[src/rtl/core/bpsd_pkg.sv]
// ----------------------------------------------------------------------------
// bpsd_pkg
// Shared types and constants of the BMP pixel stream decoder.
// ----------------------------------------------------------------------------
`timescale 1ns / 1ps
`default_nettype none
package bpsd_pkg;

  localparam int COORD_W    = 12;
  localparam int HDR_IDX_W  = 6;
  localparam int FIFO_DEPTH = 4;
  localparam int FIFO_PTR_W = $clog2(FIFO_DEPTH);
  localparam int FIFO_CNT_W = $clog2(FIFO_DEPTH + 1);

  // Byte positions within the fixed 54-byte header
  localparam logic [HDR_IDX_W-1:0] WIDTH_POS   = 6'd18;
  localparam logic [HDR_IDX_W-1:0] HEIGHT_POS  = 6'd22;
  localparam logic [HDR_IDX_W-1:0] FIELD_BYTES = 6'd4;
  localparam logic [HDR_IDX_W-1:0] HEADER_LAST = 6'd53;

  typedef struct packed {
    logic [7:0]         red;
    logic [7:0]         green;
    logic [7:0]         blue;
    logic [COORD_W-1:0] column;
    logic [COORD_W-1:0] row;
    logic               last_pixel;
  } pixel_t;

  typedef struct packed {
    logic full;
    logic empty;
  } fifo_status_t;

endpackage
`default_nettype wire

[src/rtl/core/bpsd_front.sv]
// ----------------------------------------------------------------------------
// bpsd_front
// Byte parser: header capture, channel assembly, row and padding tracking.
// ----------------------------------------------------------------------------
`timescale 1ns / 1ps
`default_nettype none
module bpsd_front
  import bpsd_pkg::*;
#(
  parameter int MAX_WIDTH  = 4096,
  parameter int MAX_HEIGHT = 4096
) (
  input  wire logic         clk,
  input  wire logic         rst_n,
  input  wire logic         in_valid,
  input  wire logic [7:0]   in_byte_value,
  input  wire logic         in_start_of_file,
  output logic              in_stall,
  input  wire fifo_status_t fifo_st,
  output logic              push,
  output pixel_t            push_data
);

  localparam int CW = $clog2(MAX_WIDTH + 1);
  localparam int RW = $clog2(MAX_HEIGHT + 1);

  typedef enum logic [1:0] {PH_HEADER, PH_PIXEL, PH_PAD, PH_IDLE} phase_t;

  phase_t                 phase_r, phase_nxt, phase_cur;
  logic [HDR_IDX_W-1:0]   hidx_r, hidx_nxt, hidx_cur;
  logic [31:0]            width_r, width_nxt, width_cur;
  logic [31:0]            height_r, height_nxt, height_cur;
  logic [CW-1:0]          col_r, col_nxt;
  logic [RW-1:0]          row_r, row_nxt;
  logic [1:0]             chan_r, chan_nxt;
  logic [7:0]             blue_r, blue_nxt;
  logic [7:0]             green_r, green_nxt;
  logic [1:0]             pad_r, pad_nxt;
  logic                   accept;
  logic                   col_last;
  logic                   size_ok;
  logic [1:0]             byte_sel;

  assign in_stall = fifo_st.full;
  assign accept   = in_valid & ~in_stall;

  // Start of file acts as a reset folded into this transfer
  assign phase_cur  = in_start_of_file ? PH_HEADER : phase_r;
  assign hidx_cur   = in_start_of_file ? '0 : hidx_r;
  assign width_cur  = in_start_of_file ? '0 : width_r;
  assign height_cur = in_start_of_file ? '0 : height_r;

  assign col_last = ((32'(col_r) + 32'd1) == width_r);
  assign size_ok  = (width_nxt != '0) && (height_nxt != '0) &&
                    (width_nxt <= 32'(MAX_WIDTH)) && (height_nxt <= 32'(MAX_HEIGHT));

  always_comb begin
    phase_nxt  = phase_cur;
    hidx_nxt   = hidx_cur;
    width_nxt  = width_cur;
    height_nxt = height_cur;
    col_nxt    = col_r;
    row_nxt    = row_r;
    chan_nxt   = chan_r;
    blue_nxt   = blue_r;
    green_nxt  = green_r;
    pad_nxt    = pad_r;
    byte_sel   = 2'(hidx_cur - WIDTH_POS);
    push       = 1'b0;

    push_data.red        = in_byte_value;
    push_data.green      = green_r;
    push_data.blue       = blue_r;
    push_data.column     = COORD_W'(col_r);
    push_data.row        = COORD_W'(row_r);
    push_data.last_pixel = (row_r == '0) && col_last;

    case (phase_cur)
      PH_HEADER: begin
        if (hidx_cur >= WIDTH_POS && hidx_cur < WIDTH_POS + FIELD_BYTES) begin
          width_nxt[8*byte_sel +: 8] = in_byte_value;
        end else if (hidx_cur >= HEIGHT_POS && hidx_cur < HEIGHT_POS + FIELD_BYTES) begin
          byte_sel = 2'(hidx_cur - HEIGHT_POS);
          height_nxt[8*byte_sel +: 8] = in_byte_value;
        end
        if (hidx_cur == HEADER_LAST) begin
          hidx_nxt = '0;
          if (size_ok) begin
            phase_nxt = PH_PIXEL;
            row_nxt   = RW'(height_nxt - 32'd1);
            col_nxt   = '0;
            chan_nxt  = '0;
          end else begin
            phase_nxt = PH_IDLE;
          end
        end else begin
          hidx_nxt = hidx_cur + 1'b1;
        end
      end
      PH_PIXEL: begin
        case (chan_r)
          2'd0: begin
            blue_nxt = in_byte_value;
            chan_nxt = 2'd1;
          end
          2'd1: begin
            green_nxt = in_byte_value;
            chan_nxt  = 2'd2;
          end
          default: begin
            chan_nxt = 2'd0;
            push     = accept;
            if (col_last) begin
              col_nxt = '0;
              // (4 - 3w mod 4) mod 4 reduces to w mod 4
              pad_nxt = width_r[1:0];
              if (width_r[1:0] != 2'd0) begin
                phase_nxt = PH_PAD;
              end else if (row_r == '0) begin
                phase_nxt = PH_IDLE;
              end else begin
                row_nxt = row_r - 1'b1;
              end
            end else begin
              col_nxt = col_r + 1'b1;
            end
          end
        endcase
      end
      PH_PAD: begin
        pad_nxt = pad_r - 1'b1;
        if (pad_r == 2'd1) begin
          if (row_r == '0) begin
            phase_nxt = PH_IDLE;
          end else begin
            row_nxt   = row_r - 1'b1;
            phase_nxt = PH_PIXEL;
          end
        end
      end
      default: begin
      end
    endcase
  end

  always_ff @(posedge clk) begin
    if (!rst_n) begin
      phase_r  <= PH_HEADER;
      hidx_r   <= '0;
      width_r  <= '0;
      height_r <= '0;
      col_r    <= '0;
      row_r    <= '0;
      chan_r   <= '0;
      blue_r   <= '0;
      green_r  <= '0;
      pad_r    <= '0;
    end else if (accept) begin
      phase_r  <= phase_nxt;
      hidx_r   <= hidx_nxt;
      width_r  <= width_nxt;
      height_r <= height_nxt;
      col_r    <= col_nxt;
      row_r    <= row_nxt;
      chan_r   <= chan_nxt;
      blue_r   <= blue_nxt;
      green_r  <= green_nxt;
      pad_r    <= pad_nxt;
    end
  end

endmodule
`default_nettype wire

[src/rtl/core/bpsd_fifo.sv]
// ----------------------------------------------------------------------------
// bpsd_fifo
// Short pixel queue between the parser and the output stage.
// ----------------------------------------------------------------------------
`timescale 1ns / 1ps
`default_nettype none
module bpsd_fifo
  import bpsd_pkg::*;
(
  input  wire logic   clk,
  input  wire logic   rst_n,
  input  wire logic   push,
  input  wire pixel_t push_data,
  input  wire logic   pop,
  output pixel_t      rd_data,
  output fifo_status_t st
);

  pixel_t                 mem_r [FIFO_DEPTH];
  logic [FIFO_PTR_W-1:0]  wr_ptr_r, rd_ptr_r;
  logic [FIFO_CNT_W-1:0]  count_r, count_nxt;

  assign st.full  = (count_r == FIFO_CNT_W'(FIFO_DEPTH));
  assign st.empty = (count_r == '0);
  assign rd_data  = mem_r[rd_ptr_r];

  always_comb begin
    count_nxt = count_r;
    if (push && !pop) begin
      count_nxt = count_r + 1'b1;
    end else if (pop && !push) begin
      count_nxt = count_r - 1'b1;
    end
  end

  always_ff @(posedge clk) begin
    if (!rst_n) begin
      wr_ptr_r <= '0;
      rd_ptr_r <= '0;
      count_r  <= '0;
    end else begin
      if (push) begin
        wr_ptr_r <= wr_ptr_r + 1'b1;
      end
      if (pop) begin
        rd_ptr_r <= rd_ptr_r + 1'b1;
      end
      count_r <= count_nxt;
    end
  end

  always_ff @(posedge clk) begin
    if (push) begin
      mem_r[wr_ptr_r] <= push_data;
    end
  end

endmodule
`default_nettype wire

[src/rtl/core/bpsd_back.sv]
// ----------------------------------------------------------------------------
// bpsd_back
// Output register stage: pops the queue and holds a pixel until transferred.
// ----------------------------------------------------------------------------
`timescale 1ns / 1ps
`default_nettype none
module bpsd_back
  import bpsd_pkg::*;
(
  input  wire logic         clk,
  input  wire logic         rst_n,
  input  wire fifo_status_t fifo_st,
  input  wire pixel_t       rd_data,
  output logic              pop,
  output logic              out_valid,
  input  wire logic         out_stall,
  output pixel_t            out_pix
);

  logic   valid_r;
  pixel_t pix_r;

  assign pop       = !fifo_st.empty && (!valid_r || !out_stall);
  assign out_valid = valid_r;
  assign out_pix   = pix_r;

  always_ff @(posedge clk) begin
    if (!rst_n) begin
      valid_r <= 1'b0;
    end else if (pop) begin
      valid_r <= 1'b1;
    end else if (!out_stall) begin
      valid_r <= 1'b0;
    end
  end

  always_ff @(posedge clk) begin
    if (pop) begin
      pix_r <= rd_data;
    end
  end

endmodule
`default_nettype wire

[src/rtl/core/bmp_pixel_stream_decoder.sv]
// ----------------------------------------------------------------------------
// bmp_pixel_stream_decoder
// 24-bit BMP byte stream to pixel stream decoder.
// ----------------------------------------------------------------------------
// Takes one file byte per cycle while in_stall is low. The byte parser
// updates its header, channel and row counters on each transfer, so a byte
// can be transferred on every clock; in_stall rises only when the four-entry
// pixel queue is full, which happens only while out_stall holds the output
// back. A pixel enters the queue on the transfer of its red byte and is then
// registered in the output stage. The first 54 bytes are header; width and
// height outside 1..MAX_WIDTH / 1..MAX_HEIGHT leave the block silent until
// the next in_start_of_file byte, which restarts parsing from header byte 0.
`timescale 1ns / 1ps
`default_nettype none
module bmp_pixel_stream_decoder
  import bpsd_pkg::*;
#(
  parameter int MAX_WIDTH  = 4096,
  parameter int MAX_HEIGHT = 4096
) (
  input  wire logic               clk,
  input  wire logic               rst_n,
  input  wire logic               in_valid,
  output logic                    in_stall,
  input  wire logic [7:0]         in_byte_value,
  input  wire logic               in_start_of_file,
  output logic                    out_valid,
  input  wire logic               out_stall,
  output logic [7:0]              out_red,
  output logic [7:0]              out_green,
  output logic [7:0]              out_blue,
  output logic [COORD_W-1:0]      out_column,
  output logic [COORD_W-1:0]      out_row,
  output logic                    out_last_pixel
);

  fifo_status_t fifo_st;
  logic         push;
  logic         pop;
  pixel_t       push_data;
  pixel_t       rd_data;
  pixel_t       out_pix;

  bpsd_front #(
    .MAX_WIDTH  (MAX_WIDTH),
    .MAX_HEIGHT (MAX_HEIGHT)
  ) u_front (
    .clk              (clk),
    .rst_n            (rst_n),
    .in_valid         (in_valid),
    .in_byte_value    (in_byte_value),
    .in_start_of_file (in_start_of_file),
    .in_stall         (in_stall),
    .fifo_st          (fifo_st),
    .push             (push),
    .push_data        (push_data)
  );

  bpsd_fifo u_fifo (
    .clk       (clk),
    .rst_n     (rst_n),
    .push      (push),
    .push_data (push_data),
    .pop       (pop),
    .rd_data   (rd_data),
    .st        (fifo_st)
  );

  bpsd_back u_back (
    .clk       (clk),
    .rst_n     (rst_n),
    .fifo_st   (fifo_st),
    .rd_data   (rd_data),
    .pop       (pop),
    .out_valid (out_valid),
    .out_stall (out_stall),
    .out_pix   (out_pix)
  );

  assign out_red        = out_pix.red;
  assign out_green      = out_pix.green;
  assign out_blue       = out_pix.blue;
  assign out_column     = out_pix.column;
  assign out_row        = out_pix.row;
  assign out_last_pixel = out_pix.last_pixel;

endmodule
`default_nettype wire

[config.mk]
export PLATFORM = sky130hd
export DESIGN_NAME = bmp_pixel_stream_decoder
export DESIGN_NICKNAME = d
export VERILOG_FILES = /design/src/rtl/core/bpsd_pkg.sv /design/src/rtl/core/bpsd_front.sv /design/src/rtl/core/bpsd_fifo.sv /design/src/rtl/core/bpsd_back.sv /design/src/rtl/core/bmp_pixel_stream_decoder.sv
export SDC_FILE = /design/constraint.sdc
export NUM_CORES = 1
export LEC_CHECK = 0
export BUFFER_PORTS_ARGS = -buffer_cell sky130_fd_sc_hd__buf_2
export CORE_AREA = 10 10 206 208
export DETAILED_ROUTE_END_ITERATION = 16
export DIE_AREA = 0 0 216 218
export PLACE_DENSITY_LB_ADDON = 0.1
export SETUP_SLACK_MARGIN = 0.2
export SYNTH_ARGS = -nofsm -noshare
export SYNTH_HDL_FRONTEND = slang
export SYNTH_HIERARCHICAL = 1
export SYNTH_SLANG_ARGS = --single-unit
[constraint.sdc]
create_clock -name clk -period 9.4 [get_ports clk]
set_input_delay 1.88 -clock clk [delete_from_list [all_inputs] [get_ports clk]]
set_output_delay 1.88 -clock clk [all_outputs]
set_load 0.02 [all_outputs]
## Yosys cells after proc, flatten, opt, wreduce, memory -nomap -nowiden

Memories as Yosys holds them, arrays and structs flattened. A register that Yosys moved wholly into a read port is not among the register bits.
Cells that the tools add are included.

| cells by class | value |
|---|---|
| $add $sub $neg | 14 |
| $mul | 0 |
| divide/modulo/power cells | 0 |
| magnitude comparators | 6 |
| eq/ne operators | 14 |
| shift-type cells | 4 |
| muxes and demuxes | 51 |
| bitwise logic cells | 2 |
| reduce and logical (&&, ||, !) cells | 33 |

Operator list:

| kind | number |
|---|---|
| 32-bit 2-to-1 mux | 8 |
| 13-bit 2-to-1 mux | 11 |
| 5-bit negator with 34-bit output | 2 |
| 8-bit by 34-bit variable shift with 32-bit output (first input constant) | 2 |
| 8-bit by 34-bit indexed part select with 32-bit output | 2 |
| 32-bit bitwise mux | 2 |
| 32-bit by 13-bit less-or-equal comparator with 1-bit output (second input constant) | 2 |
| 32-bit nonzero test | 2 |
| 13-bit case mux with 3 select lines | 1 |
| 32-bit equality test | 1 |
| 2-bit 2-to-1 mux | 13 |
| 13-bit case mux with 2 select lines | 1 |
| 13-bit by 1-bit subtractor with 13-bit output (second input constant) | 2 |
| 6-bit 2-to-1 mux | 3 |
| 13-bit by 1-bit adder with 14-bit output (second input constant) | 1 |
| 13-bit by 1-bit adder with 13-bit output (second input constant) | 1 |
| 13-bit zero test | 1 |
| 6-bit by 5-bit greater-or-equal comparator with 1-bit output (second input constant) | 2 |
| 6-bit by 5-bit < comparator with 1-bit output (second input constant) | 2 |
| 2-bit case mux with 2 select lines | 3 |
| 2-bit by 1-bit inequality test with 1-bit output (second input constant) | 5 |
| 1-bit logical AND | 9 |
| 4-bit AND reduction | 2 |
| 8-bit AND reduction | 1 |
| other kinds (25) | 45 |

| storage, ports and cells | value |
|---|---|
| flip-flop bits (word level) | 126 |
| latch bits | 0 |
| RAM bits | 196 |
| memory bits (read-only) | 0 |
| input port bits | 13 |
| output and inout bits | 51 |
| word-level logic and storage cells | 139 |
| memories | 1 |

Memory list:

| name | words | width | rd ports | clocked after Yosys merged registers in | write ports | RTL line | RTL |
|---|---|---|---|---|---|---|---|
| u_fifo.mem_r | 4 | 49 | 1 | 1 | 1 | bpsd_fifo.sv:19 | `pixel_t mem_r [FIFO_DEPTH];` |

## Logic depth before layout (Yosys ltp)

| depth | value |
|---|---|
| depth after elaboration | 16 |
| depth in mapped cells | 18 |
| gate-level depth less buffers | 14 |

## Hierarchy

Netlist, hierarchy kept.

Modules (own cells, without submodules):

| module | times used | cells each | area an instance (um^2) | sequential area each (um^2) |
|---|---|---|---|---|
| bpsd_fifo | 1 | 299 | 7537.2 | 6065.8 |
| bpsd_front | 1 | 897 | 7243.2 | 2362.3 |
| bpsd_back | 1 | 53 | 1511.4 | 1491.4 |

## Least setup slack after synthesis

OpenSTA, ideal clock, no wires.

| timing path | value |
|---|---|
| path kind | input-to-reg |
| start point | input port out_stall |
| end point | register u_fifo.count_r[2] |
| library setup time | 0.076 ns |
| arrival time | 5.604 ns |
| data required time | 9.324 ns |
| path slack | 3.721 ns |
| stages on the path | 8 |
| path buffers | 0 |
| path through | a21oi_1 inv_1 ha_1 inv_1 fa_1 xor2_1 or3_1 a21boi_0 |

| on the way | value |
|---|---|
| longest elaborated chain between the ends | 6 |
| elaborated cells between the ends (all ways) | 8 |
| those cells by class | mux (1); reduce/logical (7) |

Ends and longest elaborated chain:

| item | RTL line | RTL |
|---|---|---|
| start, declared | bmp_pixel_stream_decoder.sv:28 | `input wire logic out_stall,` |
| 1-bit zero test (*) | bpsd_back.sv:23 | `assign pop = !fifo_st.empty && (!valid_r \|\| !out_stall);` |
| 1-bit logical OR (*) | bpsd_back.sv:23 |  |
| 1-bit logical AND (*) | bpsd_back.sv:23 |  |
| 1-bit zero test | bpsd_fifo.sv:29 | `if (push && !pop) begin` |
| 1-bit logical AND | bpsd_fifo.sv:29 |  |
| 3-bit 2-to-1 mux / 2-bit nonzero test (equally long branches) | -- |  |
| end signal, assigned | bpsd_fifo.sv:48 | `count_r <= count_nxt;` |
| end, declared | bpsd_fifo.sv:21 | `logic [FIFO_CNT_W-1:0] count_r, count_nxt;` |

Mark *: on every way between the ends. The rest lies on a longest branch, timed or not.
A chain may end at the register's enable or synchronous reset.

## Final worst setup path

| timing path | value |
|---|---|
| start point | input port in_start_of_file |
| end point | register u_front.col_r[11] |

| on the way | value |
|---|---|
| longest elaborated chain between the ends | 15 |
| elaborated cells between the ends (all ways) | 42 |
| those cells by class | add/sub (4); order compare (6); eq/ne (5); shift (4); mux (13); reduce/logical (10) |

Ends and longest elaborated chain:

| item | RTL line | RTL |
|---|---|---|
| start, declared | bmp_pixel_stream_decoder.sv:26 | `input wire logic in_start_of_file,` |
| branches (longest 15 deep; another with 5-bit negator with 34-bit output) | -- |  |
| end signal, assigned | bpsd_front.sv:163 | `col_r <= col_nxt;` |
| end, declared | bpsd_front.sv:33 | `logic [CW-1:0] col_r, col_nxt;` |

Parallel ways; which one is timed is not known. The select of a mux whose other input is x is not followed.

==> impl_metrics.sql <==
INSERT INTO impl_metrics (metric_group, metric, value, unit) VALUES
('layout', 'final_design_area_no_fill', '18200', 'sq um'),
('floorplanning', 'area_of_the_die', '47100', 'sq um'),
('grt', 'global_route_wire_length_before_repair', '62.7', 'mm'),
('sta', 'min_period_over_period', '0.632', ''),
('place', 'placed_cells', '1735', ''),
('power', 'maximum_ir_drop_on_the_vdd_rail', '118', 'uV'),
('layout', 'final_cell_count_no_fill', '1810', ''),
('logic_synthesis', 'synth-edff-count', '245', ''),
('route', 'wl', '40.0', 'mm'),
('logic_synthesis', 'yosys.area.top_type_share', '0.452', ''),
('grt', 'grt_max_degree', '93', ''),
('logic_synthesis', 'yosys_register_bits', '373', ''),
('run_status', 'status', 'finished, final reports clean', ''),
('sta', 'grt_setup_unrepaired', 'no', ''),
('logic_synthesis', 'mean_cell_area_of_the_mapped_netlist', '13.0', 'sq um'),
('power', 'power.clock.fraction', '0.385', ''),
('setup_path', 'cp-startpoint', 'in_start_of_file', ''),
('power', 'internal_cell_power', '3030', 'uW'),
('power', 'p_sw', '1130', 'uW'),
('clock_network', 'post-cts-setup-buffer-count', '0', ''),
('setup_path', 'regToRegStartpoint', 'u_front/hidx_r[0]', ''),
('setup_path', 'endpoint_kind', 'register', ''),
('layout', 'n_fill_cell', '3419', ''),
('sta', 'finalHoldViolCount', '0', ''),
('logic_synthesis', 'async_reset_ff_frac', '0', ''),
('clock_network', 'numClockSinks', '373', ''),
('power', 'cellLeakagePower', '0.00666', 'uW'),
('route', 'vias_per_cell', '5.75', ''),
('logic_synthesis', 'count_of_synthesis_stage_warnings_from_yosys', '6', ''),
('sta', 'maxSlewHeadroom', '0.294', ''),
('setup_path', 'critPathMaxFanout', '49', ''),
('layout', 'layout_common_cells', 'edfxtp_1, dfxtp_1, nor2_1', ''),
('sta', 'setup_viol_count_final', '0', ''),
('logic_synthesis', 'synth_top_cell_by_area', 'edfxtp_1', ''),
('logic_synthesis', 'ys_top_cells_by_area', 'edfxtp_1, dfxtp_1, mux4_2', ''),
('run', 'drv.max_cap_violation_count', '0', ''),
('clock_network', 'max-clock-path-buffers', '3', ''),
('route', 'post_drt_wl_per_cell', '22.1', 'microns'),
('sta', 'max_freq', '168', 'MHz'),
('logic_synthesis', 'synthCells', '1249', ''),
('clock_network', 'cts_resized', '0', ''),
('floorplanning', 'floorplan.die.width', '216', 'microns'),
('route', 'drt_pre_antenna_iters', '5', ''),
('clock_network', 'htree_num_levels', '2', ''),
('setup_path', 'timing.critical_path.arrival', '6.39', 'ns'),
('clock_network', 'clk_pin_slew', '0.06', 'ns'),
('clock_network', 'clk_root_buffer_cell', 'clkbuf_16', ''),
('sta', 'final_slew_violations', '0', ''),
('grt', 'grt_antenna_before_repair', '0', ''),
('route', 'first_iter_violations', '856', ''),
('route', 'via_count', '10400', ''),
('sta', 'maximum_clock_skew_at_final_layout', '0.0137', 'ns'),
('floorplanning', 'top_level_ports', '64', ''),
('place', 'globalplace.congestion', '0.906', ''),
('power', 'power_share_of_the_sequential_group', '0.475', ''),
('place', 'buffer_ports.inserted', '63', ''),
('sta', 'fin_crit', '5.94', 'ns'),
('logic_synthesis', 'synthesis.area', '16300', 'sq um'),
('clock_network', 'cts_made_buffers', '41', ''),
('power', 'p_total', '4160', 'uW'),
('layout', 'num_antenna_cells', '0', ''),
('sta', 'whs', '0.480', 'ns'),
('sta', 'finalSetupTns', '0', 'ns'),
('layout', 'fin_nets', '1292', ''),
('logic_synthesis', 'postSynthNetCount', '1281', ''),
('grt', 'number_of_global_route_vias_before_repair', '10400', ''),
('power', 'power_per_cell_area', '229', 'nW/um^2'),
('grt', 'grt_remaining_overflow', '0', ''),
('clock_network', 'cts_tree', 'done', ''),
('floorplanning', 'fp.dieH', '218', 'microns'),
('logic_synthesis', 'ys_types', '87', '');
==> kinds of logic after synthesis <==
kind of cell,synth area share
multiplexers,0.0899
adder cells (fa/ha/maj),0.0151
XOR/XNOR,0.0145
AO/OA/AOI/OAI,0.113
buffers and inverters,0.0447
flip-flops,0.609
AND/OR/NAND/NOR,0.114
==> worst max-delay path: stages <==
cell      delay (ns)
buf_2           0.08
buf_4           0.41
nand2b_1        0.29
ha_1            0.66
nand2_1         0.23
a211oi_1        0.30
mux2_2          0.37
a211oi_1        0.32
nand4_1         0.30
o31ai_4         0.96
o211ai_1        0.22
a32o_1          0.32
==> per-stage QoR <==
| stage | setup WS, ns | utilization |
|---|---|---|
| after CTS | 3.55 | 0.474 |
| final | 3.46 | 0.474 |
| after floorplan | 3.72 | - |
| after global placement | 3.03 | 0.439 |
| after global routing | 3.13 | 0.474 |
| after detailed placement | 2.97 | 0.439 |
==> registers in the layout, summed over array words and instances (netlist names), 3 cells and up, named ones only <==
name              flops
u_front/green_r       8
u_front/row_r        13
u_front/width_r      32
u_back/out_pix       49
u_front/hidx_r        6
u_fifo/mem_r        196
u_front/height_r     32
u_front/blue_r        8
u_fifo/count_r        3
u_front/col_r        13
==> area by class of cell <==
type                            count  area (sq um)  area share
Clock inverter                     28           305      0.0168
Multi-Input combinational cell    735          5670       0.312
Timing Repair Buffer               81           450      0.0248
Sequential cell                   373          9930       0.547
Clock buffer                       47          1050      0.0577
Inverter                           28           106     0.00586
Tap cell                          518           648      0.0357
==> metal layers <==
metal  track usage  up-vias  share of wire
li1              -     4849              -
met1         0.229     5208           0.45
met2         0.276      301           0.48
met3        0.0318       46          0.052
met4        0.0450        0          0.017
met5             0        -              0
==> path summary, 6_finish.rpt <==
| path | endpoint | slack [ns] | depth (start not counted) |
|---|---|---|---|
| max | u_front/col_r[11] | 3.46 | 12 |
| min | u_front/width_r[15] | 0.48 | 2 |
| max reg2reg | u_front/col_r[11] | 5.00 | 11 |
| min reg2reg | u_front/width_r[15] | 0.48 | 2 |
==> power by group through the flow <==
stage | Clock [uW] | Sequential, uW | Combinational, uW
finish | 1600 | 1970 | 582
floorplan | 0 | 2120 | 292
global placement | 0 | 2010 | 596
global route | 1720 | 1990 | 631
detailed placement | 0 | 2010 | 599
CTS | 1650 | 1980 | 599
==> synthesized netlist by cell type, types with 4 or more instances <==
cell and instances:
nor2b_1 7, nand2_1 34, o211ai_1 16, xor2_1 12
nand4_1 13, nor3b_1 6, inv_1 26, or3_1 6
a22oi_1 48, buf_4 37, buf_2 15, o21bai_1 4
a21oi_1 33, nor2_1 118, and3_1 11, a21o_1 9
nor4b_1 5, a22o_1 5, nor3_1 29, nor4_1 34
a32oi_1 19, and2_1 19, a211oi_1 11, mux4_2 47
a32o_1 10, nand3b_1 5, a211o_1 6, and4_1 8
a31oi_1 5, xnor2_1 15, nand3_1 26, o21ai_1 7
ha_1 18, nand2b_1 11, clkbuf_1 52, buf_1 5
a21boi_0 5, dfxtp_1 128, o21ai_0 32, mux2i_1 32
edfxtp_1 245, or4_1 7
Power figures use the tool's default switching activity.
